File: src/rtl/core/grd_pkg.sv
// Shared types, constants and helpers for the glyph run-length decoder.
package grd_pkg;

  // Default and widest supported glyph side
  localparam int MAX_DIM_DEF = 256;

  // Register widths of the configuration port
  localparam int CFG_DIM_W  = 9;
  localparam int CFG_DATA_W = 9;
  localparam int CFG_IDX_W  = 2;

  // Reset values of the configuration registers
  localparam logic [CFG_DIM_W-1:0] RST_WIDTH  = 9'd8;
  localparam logic [CFG_DIM_W-1:0] RST_HEIGHT = 9'd8;
  localparam logic [7:0]           RST_CLAMP  = 8'd255;
  localparam logic                 RST_RLE    = 1'b1;

  // Stream code bytes
  localparam logic [7:0] CODE_NOP      = 8'h80;
  localparam logic [8:0] REPEAT_OFFSET = 9'd257;

  // Configuration register indexes
  typedef enum logic [CFG_IDX_W-1:0] {
    REG_WIDTH  = 2'd0,
    REG_HEIGHT = 2'd1,
    REG_CLAMP  = 2'd2,
    REG_RLE    = 2'd3
  } cfg_reg_t;

  // One run segment between the front and back ends
  typedef struct packed {
    logic [7:0] pix;
    logic [7:0] len;
    logic [7:0] row;
    logic [7:0] col;
    logic       done;
  } seg_t;

  // Bound a glyph dimension to 1..lim
  function automatic logic [CFG_DIM_W-1:0] eff_dim(input logic [CFG_DIM_W-1:0] v,
                                                   input logic [CFG_DIM_W-1:0] lim);
    logic [CFG_DIM_W-1:0] r;
    begin
      if (v == '0) begin
        r = CFG_DIM_W'(1);
      end else if (v > lim) begin
        r = lim;
      end else begin
        r = v;
      end
      return r;
    end
  endfunction

endpackage

File: src/rtl/core/grd_front.sv
// Front end: classify stream bytes, track raster position, form run segments.
module grd_front import grd_pkg::*; #(
  parameter int MAX_DIM = MAX_DIM_DEF
) (
  input  logic                 clk,
  input  logic                 rst,
  input  logic [CFG_DIM_W-1:0] glyph_width,
  input  logic [CFG_DIM_W-1:0] glyph_height,
  input  logic                 rle_enable,
  input  logic                 size_wr,
  input  logic                 in_valid,
  output logic                 in_ready,
  input  logic [7:0]           stream_byte,
  output logic                 push,
  output seg_t                 push_seg,
  input  logic                 q_full
);

  localparam int TOT_W = $clog2(MAX_DIM * MAX_DIM + 1);
  localparam int POS_W = $clog2(MAX_DIM * MAX_DIM);
  localparam logic [CFG_DIM_W-1:0] DIM_LIM = CFG_DIM_W'(MAX_DIM);

  // RLE decode state
  logic [7:0]       lit_left;
  logic             await_col;
  logic [7:0]       rep_cnt;
  // Position state
  logic [7:0]       row;
  logic [7:0]       col;
  logic [POS_W-1:0] pos;
  logic [TOT_W-1:0] total;
  logic             resync;
  // Row-wrap divider
  logic             div_busy;
  logic [3:0]       div_cnt;
  logic [8:0]       div_num;
  logic [8:0]       div_rem;
  logic [8:0]       div_quo;

  logic [CFG_DIM_W-1:0] w_eff;
  logic [CFG_DIM_W-1:0] h_eff;
  logic                 out_range;
  logic [7:0]           row_e;
  logic [7:0]           col_e;
  logic [POS_W-1:0]     pos_e;
  logic                 take;
  logic                 emit;
  logic [7:0]           emit_len;
  logic [TOT_W-1:0]     left;
  logic                 done;
  logic [7:0]           len_c;
  logic [8:0]           col_sum;
  logic [9:0]           w_dbl;
  logic [8:0]           div_trial;
  logic                 div_ge;

  // Bound dimensions and restart a position left outside the glyph
  always_comb begin
    w_eff     = eff_dim(glyph_width, DIM_LIM);
    h_eff     = eff_dim(glyph_height, DIM_LIM);
    out_range = ({1'b0, row} >= h_eff) || ({1'b0, col} >= w_eff);
    row_e     = out_range ? 8'd0 : row;
    col_e     = out_range ? 8'd0 : col;
    pos_e     = out_range ? '0 : pos;
  end

  assign in_ready = !resync && !div_busy && !q_full;
  assign take     = in_valid && in_ready;

  // Classify the byte
  always_comb begin
    emit     = 1'b0;
    emit_len = 8'd1;
    if (!rle_enable || lit_left != 8'd0) begin
      emit = 1'b1;
    end else if (await_col) begin
      emit     = 1'b1;
      emit_len = rep_cnt;
    end
  end

  // Cut the segment at the glyph end
  always_comb begin
    left    = total - TOT_W'(pos_e);
    done    = (TOT_W'(emit_len) >= left);
    len_c   = done ? left[7:0] : emit_len;
    col_sum = {1'b0, col_e} + {1'b0, len_c};
    w_dbl   = {w_eff, 1'b0};
  end

  // One quotient bit per cycle
  always_comb begin
    div_trial = {div_rem[7:0], div_num[8]};
    div_ge    = (div_trial >= w_eff);
  end

  assign push = take && emit;
  always_comb begin
    push_seg.pix  = stream_byte;
    push_seg.len  = len_c;
    push_seg.row  = row_e;
    push_seg.col  = col_e;
    push_seg.done = done;
  end

  // Advance decode and position state
  always_ff @(posedge clk) begin
    if (rst) begin
      lit_left  <= 8'd0;
      await_col <= 1'b0;
      rep_cnt   <= 8'd0;
      row       <= 8'd0;
      col       <= 8'd0;
      pos       <= '0;
      total     <= '0;
      resync    <= 1'b1;
      div_busy  <= 1'b0;
      div_cnt   <= 4'd0;
      div_num   <= 9'd0;
      div_rem   <= 9'd0;
      div_quo   <= 9'd0;
    end else begin
      // Rebuild the linear position and glyph size after a size write
      if (size_wr) begin
        resync <= 1'b1;
      end else if (resync) begin
        resync <= 1'b0;
      end
      if (resync) begin
        total <= TOT_W'(w_eff) * TOT_W'(h_eff);
        pos   <= POS_W'(POS_W'(row) * POS_W'(w_eff) + POS_W'(col));
      end

      // Finish a multi-row wrap
      if (div_busy) begin
        if (div_cnt == 4'd0) begin
          div_busy <= 1'b0;
          row      <= row + div_quo[7:0];
          col      <= div_rem[7:0];
        end else begin
          div_cnt <= div_cnt - 4'd1;
          div_rem <= div_ge ? (div_trial - w_eff) : div_trial;
          div_quo <= {div_quo[7:0], div_ge};
          div_num <= {div_num[7:0], 1'b0};
        end
      end

      if (take) begin
        // Update run state
        if (rle_enable) begin
          if (lit_left != 8'd0) begin
            lit_left <= lit_left - 8'd1;
          end else if (await_col) begin
            await_col <= 1'b0;
            rep_cnt   <= 8'd0;
          end else if (!stream_byte[7]) begin
            lit_left <= stream_byte + 8'd1;
          end else if (stream_byte != CODE_NOP) begin
            await_col <= 1'b1;
            rep_cnt   <= 8'(REPEAT_OFFSET - {1'b0, stream_byte});
          end
        end

        if (emit) begin
          if (done) begin
            // Glyph complete: drop pending runs and restart
            lit_left  <= 8'd0;
            await_col <= 1'b0;
            rep_cnt   <= 8'd0;
            row       <= 8'd0;
            col       <= 8'd0;
            pos       <= '0;
          end else begin
            pos <= pos_e + POS_W'(len_c);
            if (col_sum < {1'b0, w_eff}) begin
              row <= row_e;
              col <= col_sum[7:0];
            end else if ({1'b0, col_sum} < w_dbl) begin
              row <= row_e + 8'd1;
              col <= 8'(col_sum - w_eff);
            end else begin
              row      <= row_e;
              div_busy <= 1'b1;
              div_cnt  <= 4'd9;
              div_num  <= col_sum;
              div_rem  <= 9'd0;
              div_quo  <= 9'd0;
            end
          end
        end
      end
    end
  end

endmodule

File: src/rtl/core/grd_queue.sv
// Two-entry segment queue between the front and back ends.
module grd_queue import grd_pkg::*; (
  input  logic clk,
  input  logic rst,
  input  logic push,
  input  seg_t push_seg,
  output logic full,
  input  logic pop,
  output logic empty,
  output seg_t pop_seg
);

  seg_t       mem [2];
  logic       wr_ptr;
  logic       rd_ptr;
  logic [1:0] count;

  assign full    = (count == 2'd2);
  assign empty   = (count == 2'd0);
  assign pop_seg = mem[rd_ptr];

  // Store a request
  always_ff @(posedge clk) begin
    if (push) begin
      mem[wr_ptr] <= push_seg;
    end
  end

  // Track pointers and fill level
  always_ff @(posedge clk) begin
    if (rst) begin
      wr_ptr <= 1'b0;
      rd_ptr <= 1'b0;
      count  <= 2'd0;
    end else begin
      if (push) begin
        wr_ptr <= ~wr_ptr;
      end
      if (pop) begin
        rd_ptr <= ~rd_ptr;
      end
      if (push && !pop) begin
        count <= count + 2'd1;
      end else if (pop && !push) begin
        count <= count - 2'd1;
      end
    end
  end

endmodule

File: src/rtl/core/grd_back.sv
// Back end: clamp the pixel, form the column-major index, hold the result.
module grd_back import grd_pkg::*; #(
  parameter int MAX_DIM = MAX_DIM_DEF
) (
  input  logic                 clk,
  input  logic                 rst,
  input  logic [CFG_DIM_W-1:0] glyph_height,
  input  logic [7:0]           clamp_max,
  input  logic                 q_empty,
  input  seg_t                 q_seg,
  output logic                 q_pop,
  output logic                 out_valid,
  input  logic                 out_ready,
  output logic [7:0]           pixel_value,
  output logic [7:0]           run_length,
  output logic [7:0]           first_row,
  output logic [7:0]           first_col,
  output logic [15:0]          dest_index,
  output logic                 glyph_done
);

  localparam logic [CFG_DIM_W-1:0] DIM_LIM = CFG_DIM_W'(MAX_DIM);

  logic [CFG_DIM_W-1:0] h_eff;
  logic [7:0]           pix_c;
  logic [15:0]          dest;

  // Clamp and index
  always_comb begin
    h_eff = eff_dim(glyph_height, DIM_LIM);
    pix_c = (q_seg.pix > clamp_max) ? clamp_max : q_seg.pix;
    dest  = 16'(16'(q_seg.col) * 16'(h_eff) + 16'(q_seg.row));
  end

  assign q_pop = !q_empty && (!out_valid || out_ready);

  // Hold the result until taken
  always_ff @(posedge clk) begin
    if (rst) begin
      out_valid <= 1'b0;
    end else if (q_pop) begin
      out_valid <= 1'b1;
    end else if (out_ready) begin
      out_valid <= 1'b0;
    end
  end

  always_ff @(posedge clk) begin
    if (q_pop) begin
      pixel_value <= pix_c;
      run_length  <= q_seg.len;
      first_row   <= q_seg.row;
      first_col   <= q_seg.col;
      dest_index  <= dest;
      glyph_done  <= q_seg.done;
    end
  end

endmodule

File: src/rtl/core/glyph_rle_decoder.sv
// A pixel byte's segment passes through the queue and then the output register before it is offered.
// Throughput: one byte per cycle while the queue has room; a repeat segment that wraps past two or more row
//   ends holds input while the row divider runs a bit per cycle.
// Input is held after reset and after each width or height write while glyph size and position are rebuilt.
// Reset (rst, synchronous): config to 8x8, clamp 255, RLE on; position and runs cleared.
module glyph_rle_decoder import grd_pkg::*; #(
  parameter int MAX_DIM = MAX_DIM_DEF
) (
  input  logic                  clk,
  input  logic                  rst,
  input  logic                  cfg_wr_en,
  input  logic [CFG_IDX_W-1:0]  cfg_index,
  input  logic [CFG_DATA_W-1:0] cfg_wdata,
  input  logic                  in_valid,
  output logic                  in_ready,
  input  logic [7:0]            stream_byte,
  output logic                  out_valid,
  input  logic                  out_ready,
  output logic [7:0]            pixel_value,
  output logic [7:0]            run_length,
  output logic [7:0]            first_row,
  output logic [7:0]            first_col,
  output logic [15:0]           dest_index,
  output logic                  glyph_done
);

  logic [CFG_DIM_W-1:0] glyph_width;
  logic [CFG_DIM_W-1:0] glyph_height;
  logic [7:0]           clamp_max;
  logic                 rle_enable;
  logic                 size_wr;
  logic                 push;
  seg_t                 push_seg;
  logic                 q_full;
  logic                 q_empty;
  logic                 q_pop;
  seg_t                 q_seg;

  // Write configuration registers
  always_ff @(posedge clk) begin
    if (rst) begin
      glyph_width  <= RST_WIDTH;
      glyph_height <= RST_HEIGHT;
      clamp_max    <= RST_CLAMP;
      rle_enable   <= RST_RLE;
    end else if (cfg_wr_en) begin
      case (cfg_reg_t'(cfg_index))
        REG_WIDTH:  glyph_width  <= CFG_DIM_W'(cfg_wdata);
        REG_HEIGHT: glyph_height <= CFG_DIM_W'(cfg_wdata);
        REG_CLAMP:  clamp_max    <= cfg_wdata[7:0];
        REG_RLE:    rle_enable   <= cfg_wdata[0];
        default: ;
      endcase
    end
  end

  assign size_wr = cfg_wr_en && ((cfg_reg_t'(cfg_index) == REG_WIDTH) ||
                                 (cfg_reg_t'(cfg_index) == REG_HEIGHT));

  grd_front #(.MAX_DIM(MAX_DIM)) u_front (
    .clk          (clk),
    .rst          (rst),
    .glyph_width  (glyph_width),
    .glyph_height (glyph_height),
    .rle_enable   (rle_enable),
    .size_wr      (size_wr),
    .in_valid     (in_valid),
    .in_ready     (in_ready),
    .stream_byte  (stream_byte),
    .push         (push),
    .push_seg     (push_seg),
    .q_full       (q_full)
  );

  grd_queue u_queue (
    .clk      (clk),
    .rst      (rst),
    .push     (push),
    .push_seg (push_seg),
    .full     (q_full),
    .pop      (q_pop),
    .empty    (q_empty),
    .pop_seg  (q_seg)
  );

  grd_back #(.MAX_DIM(MAX_DIM)) u_back (
    .clk          (clk),
    .rst          (rst),
    .glyph_height (glyph_height),
    .clamp_max    (clamp_max),
    .q_empty      (q_empty),
    .q_seg        (q_seg),
    .q_pop        (q_pop),
    .out_valid    (out_valid),
    .out_ready    (out_ready),
    .pixel_value  (pixel_value),
    .run_length   (run_length),
    .first_row    (first_row),
    .first_col    (first_col),
    .dest_index   (dest_index),
    .glyph_done   (glyph_done)
  );

endmodule

File: config.mk
export PLATFORM = sky130hd
export DESIGN_NAME = glyph_rle_decoder
export DESIGN_NICKNAME = d
export VERILOG_FILES = /design/src/rtl/core/grd_pkg.sv /design/src/rtl/core/grd_front.sv /design/src/rtl/core/grd_queue.sv /design/src/rtl/core/grd_back.sv /design/src/rtl/core/glyph_rle_decoder.sv
export SDC_FILE = /design/constraint.sdc
export NUM_CORES = 1
export LEC_CHECK = 0
export BUFFER_PORTS_ARGS = -buffer_cell sky130_fd_sc_hd__clkbuf_2
export CAP_MARGIN = 10
export CORE_MARGIN = 1.5
export CORE_UTILIZATION = 65
export DETAILED_ROUTE_END_ITERATION = 10
export PLACE_DENSITY = 0.83
export SKIP_LAST_GASP = 1
export SLEW_MARGIN = 20
export SYNTH_ARGS = -nofsm -noshare
export SYNTH_HDL_FRONTEND = slang
export SYNTH_SLANG_ARGS = --single-unit
File: constraint.sdc
create_clock -name clk -period 14.77 [get_ports clk]
set_clock_uncertainty 0.1 [all_clocks]
set_input_delay 2.2155 -clock clk [delete_from_list [all_inputs] [get_ports clk]]
set_output_delay 2.2155 -clock clk [all_outputs]
set_load 0.01 [all_outputs]
==> flow_summary.html <==
<table>
<tr><th>Metric</th><th>Value</th></tr>
<tr><th colspan="2">Critical path</th></tr>
<tr><td>FF-to-FF End</td><td>u_front.div_rem[7]$_SDFF_PP0_</td></tr>
<tr><td>Element type at the critical path start</td><td>flop</td></tr>
<tr><td>Buffering stage count on the worst path with inverters included</td><td>5</td></tr>
<tr><td>Peak per-stage delay on the critical path</td><td>660 ps</td></tr>
<tr><td>RR Startpoint</td><td>glyph_width[4]$_SDFFE_PP0P_</td></tr>
<tr><td>Flop-to-flop setup slack</td><td>3180 ps</td></tr>
<tr><td>Gate family responsible for the most delay along the worst path</td><td>simple AND/OR/NAND/NOR gates</td></tr>
<tr><td>Req. time, crit path</td><td>15,070 ps</td></tr>
<tr><td>Endpoint of the most critical setup path</td><td>u_front.div_rem[7]$_SDFF_PP0_</td></tr>
<tr><td>Depth of the most critical reg-to-reg path</td><td>45</td></tr>
<tr><td>Worst-path cell with the longest stage delay</td><td>sky130_fd_sc_hd__nor2_4</td></tr>
<tr><td>Kind of end point of the critical path</td><td>flop</td></tr>
<tr><td>Stages on worst setup path</td><td>45</td></tr>
<tr><td>Setup Crit Path Kind</td><td>flop to flop</td></tr>
<tr><td>Maximum fanout along the worst path</td><td>33</td></tr>
<tr><td>Critical Path Start</td><td>glyph_width[4]$_SDFFE_PP0P_</td></tr>
<tr><td>CP Data Arrival Time</td><td>11,890 ps</td></tr>
<tr><th colspan="2">Yosys</th></tr>
<tr><td>Portion of synthesized cell area occupied by the leading cell type</td><td>16.5%</td></tr>
<tr><td>Average instance area after synthesis</td><td>9.41 um^2</td></tr>
<tr><td>Ys Warns</td><td>0</td></tr>
<tr><td>Post-Synthesis Cells</td><td>2,226</td></tr>
<tr><td>Post-synthesis net count</td><td>2,616</td></tr>
<tr><td>Number of enable-type register cells in the synthesized netlist</td><td>115</td></tr>
<tr><td>Post-Syn Area</td><td>0.0209 mm^2</td></tr>
<tr><td>Number of distinct library cell variants in the gate-level netlist after synthesis</td><td>85</td></tr>
<tr><td>Dominant synthesized flop cell</td><td>sky130_fd_sc_hd__dfxtp_1</td></tr>
<tr><td>Leading area contributor after synthesis</td><td>sky130_fd_sc_hd__edfxtp_1</td></tr>
<tr><td>Most frequent cells after synthesis</td><td>sky130_fd_sc_hd__inv_1 (273), sky130_fd_sc_hd__nand2_1 (245), sky130_fd_sc_hd__ha_1 (213)</td></tr>
<tr><td>Synthesis-stage register bit count</td><td>245</td></tr>
<tr><td>Synth top area cells</td><td>sky130_fd_sc_hd__edfxtp_1 (16%), sky130_fd_sc_hd__fa_1 (15%), sky130_fd_sc_hd__ha_1 (13%), sky130_fd_sc_hd__dfxtp_1 (12%), sky130_fd_sc_hd__inv_1 (4.9%)</td></tr>
<tr><td>Cell with the most instances after synthesis</td><td>sky130_fd_sc_hd__inv_1</td></tr>
<tr><td>Async S/R FF share, synth</td><td>0%</td></tr>
<tr><td>Share of synthesized area occupied by flip-flops and latches</td><td>28.9%</td></tr>
<tr><th colspan="2">Placed design</th></tr>
<tr><td>Pre-CTS setup slack</td><td>3450 ps</td></tr>
<tr><td>DP HPWL</td><td>42,900 um</td></tr>
<tr><td>Routability congestion estimate</td><td>0.991</td></tr>
<tr><td>Post-Place Cells</td><td>2,638</td></tr>
<tr><td>Port Buffers</td><td>74</td></tr>
<tr><th colspan="2">Routing</th></tr>
<tr><td>Detailed-route via count</td><td>16,600</td></tr>
<tr><td>Number of DRC markers in iteration 0</td><td>1,342</td></tr>
<tr><td>Vias per inst</td><td>6.18</td></tr>
<tr><td>Routed wire per std cell</td><td>20.9 um</td></tr>
<tr><td>Drc violations</td><td>0</td></tr>
<tr><td>Number of routed nets with antenna violations</td><td>0</td></tr>
<tr><td>WL final</td><td>56,100 um</td></tr>
<tr><td>Initial DRT Pass Iterations</td><td>6</td></tr>
<tr><th colspan="2">Floorplanning</th></tr>
<tr><td>Number of placement rows</td><td>65</td></tr>
<tr><td>DIE WIDTH</td><td>182 um</td></tr>
<tr><td>Starting density of the core</td><td>66.2%</td></tr>
<tr><td>Die Span Y</td><td>182 um</td></tr>
<tr><td>Standard cell core area</td><td>0.0316 mm^2</td></tr>
<tr><td>Num ports</td><td>75</td></tr>
<tr><td>Die Area</td><td>0.0333 mm^2</td></tr>
<tr><th colspan="2">GRT</th></tr>
<tr><td>Largest net degree at the start of global routing</td><td>51</td></tr>
<tr><td>Vias in the first global route</td><td>16,800</td></tr>
<tr><td>First-pass GRT wire length</td><td>89,200 um</td></tr>
<tr><td>Sum of overflow across all layers after global routing</td><td>0</td></tr>
<tr><td>Antenna violations before repair</td><td>2</td></tr>
<tr><td>Overall track demand over capacity in global routing</td><td>34.5%</td></tr>
<tr><th colspan="2">Timing</th></tr>
<tr><td>Setup violations, final</td><td>0</td></tr>
<tr><td>Transition time of the tightest slew-check pin</td><td>1110 ps</td></tr>
<tr><td>Final worst slack</td><td>3180 ps</td></tr>
<tr><td>Ratio of final minimum period to clock period</td><td>78.5%</td></tr>
<tr><td>Worst-case headroom to the max-slew limit</td><td>25.2%</td></tr>
<tr><td>Time the worst path needs with I/O delays and setup</td><td>11,590 ps</td></tr>
<tr><td>Peak Freq</td><td>86.3 MHz</td></tr>
<tr><td>Total Neg Setup Slack</td><td>0 ps</td></tr>
<tr><td>Number of max-slew violations in the final report</td><td>0</td></tr>
<tr><td>Number of hold violations in the final report</td><td>0</td></tr>
<tr><td>Setup repair after global routing missed its margin</td><td>no</td></tr>
<tr><th colspan="2">Clocking</th></tr>
<tr><td>Clock H-tree levels</td><td>1</td></tr>
<tr><td>Total clock buffers created by CTS</td><td>26</td></tr>
<tr><td>Post-CTS Hold Fix Bufs</td><td>0</td></tr>
<tr><td>Clock latency reported for the late side of the worst-skew pair</td><td>560 ps</td></tr>
<tr><td>TritonCTS clock tree</td><td>done</td></tr>
<tr><td>Clock root buffer master</td><td>sky130_fd_sc_hd__clkbuf_16</td></tr>
<tr><td>Maximum buffer depth of the clock tree</td><td>3</td></tr>
<tr><td>Setup Fix Bufs, Post-CTS</td><td>0</td></tr>
<tr><td>Number of sinks handled by clock tree synthesis</td><td>245</td></tr>
<tr><td>CTS clk-pin slew, worst paths</td><td>60 ps</td></tr>
<tr><td>Resized cells post-CTS</td><td>0</td></tr>
<tr><th colspan="2">Power and ir drop</th></tr>
<tr><td>Power per unit of standard cell area</td><td>114 mW/mm^2</td></tr>
<tr><td>Leak pwr</td><td>10.4 nW</td></tr>
<tr><td>Final total power</td><td>2.58 mW</td></tr>
<tr><td>Maximum resistive drop on vdd</td><td>0.107 mV</td></tr>
<tr><th colspan="2">Layout</th></tr>
<tr><td>Share of post-route cells with drive strength above 1</td><td>9.72%</td></tr>
<tr><td>Area growth from synthesis to final layout</td><td>7.84%</td></tr>
<tr><td>Filler instances</td><td>2,340</td></tr>
<tr><td>Total inserted antenna cells</td><td>0</td></tr>
<tr><td>Cell Count, Final, Fillers Out</td><td>2,686</td></tr>
<tr><td>Number of nets in the final layout</td><td>2,654</td></tr>
<tr><th colspan="2">Flow run</th></tr>
<tr><td>Number of violations of the max-capacitance limit</td><td>0</td></tr>
<tr><th colspan="2">Run status</th></tr>
<tr><td>Run status</td><td>finished, final reports clean</td></tr>
<tr><th colspan="2">Hold path</th></tr>
<tr><td>Worst Hold Class</td><td>flop to flop</td></tr>
</table>
-- layout make-up --
class,count,area [um^2],area share [%]
multi-input combinational,1614,13500,59.6
sequential,245,6060,26.8
inverter,278,1040,4.62
timing repair buffer,99,561,2.48
clock buffer,39,813,3.60
clock inverter,9,138,0.610
tap,402,503,2.23
-- per-stage QoR --
| step | area (um^2) | hold slack (ps) | util [%] |
|---|---|---|---|
| 6_report | 22600 | 386 | 71.4 |
| 5_1_grt | 22600 | 421 | 71.4 |
| 4_1_cts | 22600 | 391 | 71.4 |
| 3_5_place_dp | 21600 | 374 | 68.4 |
| 3_3_place_gp | 21600 | 352 | 68.4 |
| 2_1_floorplan | 20900 | 332 | - |
-- worst min-delay path, delay by kind of cell, from the launching register on --
kind	cells	cell delay (ps)
DFF	1	320
AOI/OAI and AO/OA	1	50
and+or+nand+nor	1	60
-- per-layer routing --
metal / part of all wire [%] / track usage (%)
met1: 40 / 43.8
met2: 47 / 56.9
met3: 8.2 / 7.02
met4: 4.9 / 16.1
met5: 0.021 / 0
-- flip-flops by register name, summed over array words and instances, names as in the netlist, 2 cells and up, named ones only --
| name | cells |
|---|---|
| u_front.div_num | 9 |
| u_back.first_row | 8 |
| u_front.row | 8 |
| u_queue.mem | 66 |
| u_front.lit_left | 8 |
| clamp_max | 8 |
| u_front.col | 8 |
| u_back.run_length | 8 |
| u_back.dest_index | 16 |
| u_queue.count | 2 |
| u_front.div_rem | 8 |
| u_front.div_quo | 8 |
| glyph_height | 9 |
| u_back.pixel_value | 8 |
| u_front.total | 17 |
| u_front.div_cnt | 4 |
| u_front.rep_cnt | 8 |
| u_front.pos | 16 |
| u_back.first_col | 8 |
| glyph_width | 9 |
-- placed cells by master (no fill, tap or decap), types with 70 or more instances in the layout --
| cell | n |
|---|---|
| sky130_fd_sc_hd__clkbuf_2 | 73 |
| sky130_fd_sc_hd__dfxtp_1 | 130 |
| sky130_fd_sc_hd__nand2_1 | 245 |
| sky130_fd_sc_hd__xnor2_1 | 70 |
| sky130_fd_sc_hd__ha_1 | 213 |
| sky130_fd_sc_hd__mux2i_1 | 83 |
| sky130_fd_sc_hd__nor2_1 | 188 |
| sky130_fd_sc_hd__fa_1 | 153 |
| sky130_fd_sc_hd__inv_1 | 272 |
| sky130_fd_sc_hd__edfxtp_1 | 115 |
| sky130_fd_sc_hd__a21oi_1 | 84 |
-- logic make-up (layout without fill, tap and decap cells) --
group	Yosys count	count (layout)	synth area share, %
multiplexers	113	113	5.58
adder cells (fa/ha/maj)	366	366	27.4
flip-flops	245	245	28.9
AND/OR/NAND/NOR	688	688	15.3
XOR/XNOR	101	101	4.22
buffers and inverters	367	425	6.78
AO/OA/AOI/OAI	346	346	11.9
-- worst min-delay path by stage --
stage / slack, ps / end / startpoint / cells past startpoint
global route: 420 / u_front.total[13]$_SDFFE_PP0P_ / u_front.total[13]$_SDFFE_PP0P_ / 2
detailed placement: 370 / u_front.total[0]$_SDFFE_PP0P_ / u_front.total[0]$_SDFFE_PP0P_ / 2
global placement: 350 / u_front.total[0]$_SDFFE_PP0P_ / u_front.total[0]$_SDFFE_PP0P_ / 2
floorplan: 330 / u_front.total[0]$_SDFFE_PP0P_ / u_front.total[0]$_SDFFE_PP0P_ / 2
finish: 390 / u_front.total[0]$_SDFFE_PP0P_ / u_front.total[0]$_SDFFE_PP0P_ / 2
CTS: 390 / u_front.total[0]$_SDFFE_PP0P_ / u_front.total[0]$_SDFFE_PP0P_ / 2
-- where the power goes --
part	internal (mW)	total, mW	switching, mW
logic	0.366	0.976	0.610
clock network	0.434	0.717	0.283
registers	0.844	0.888	0.0436
No activity file was read; power rests on OpenSTA's default activity.
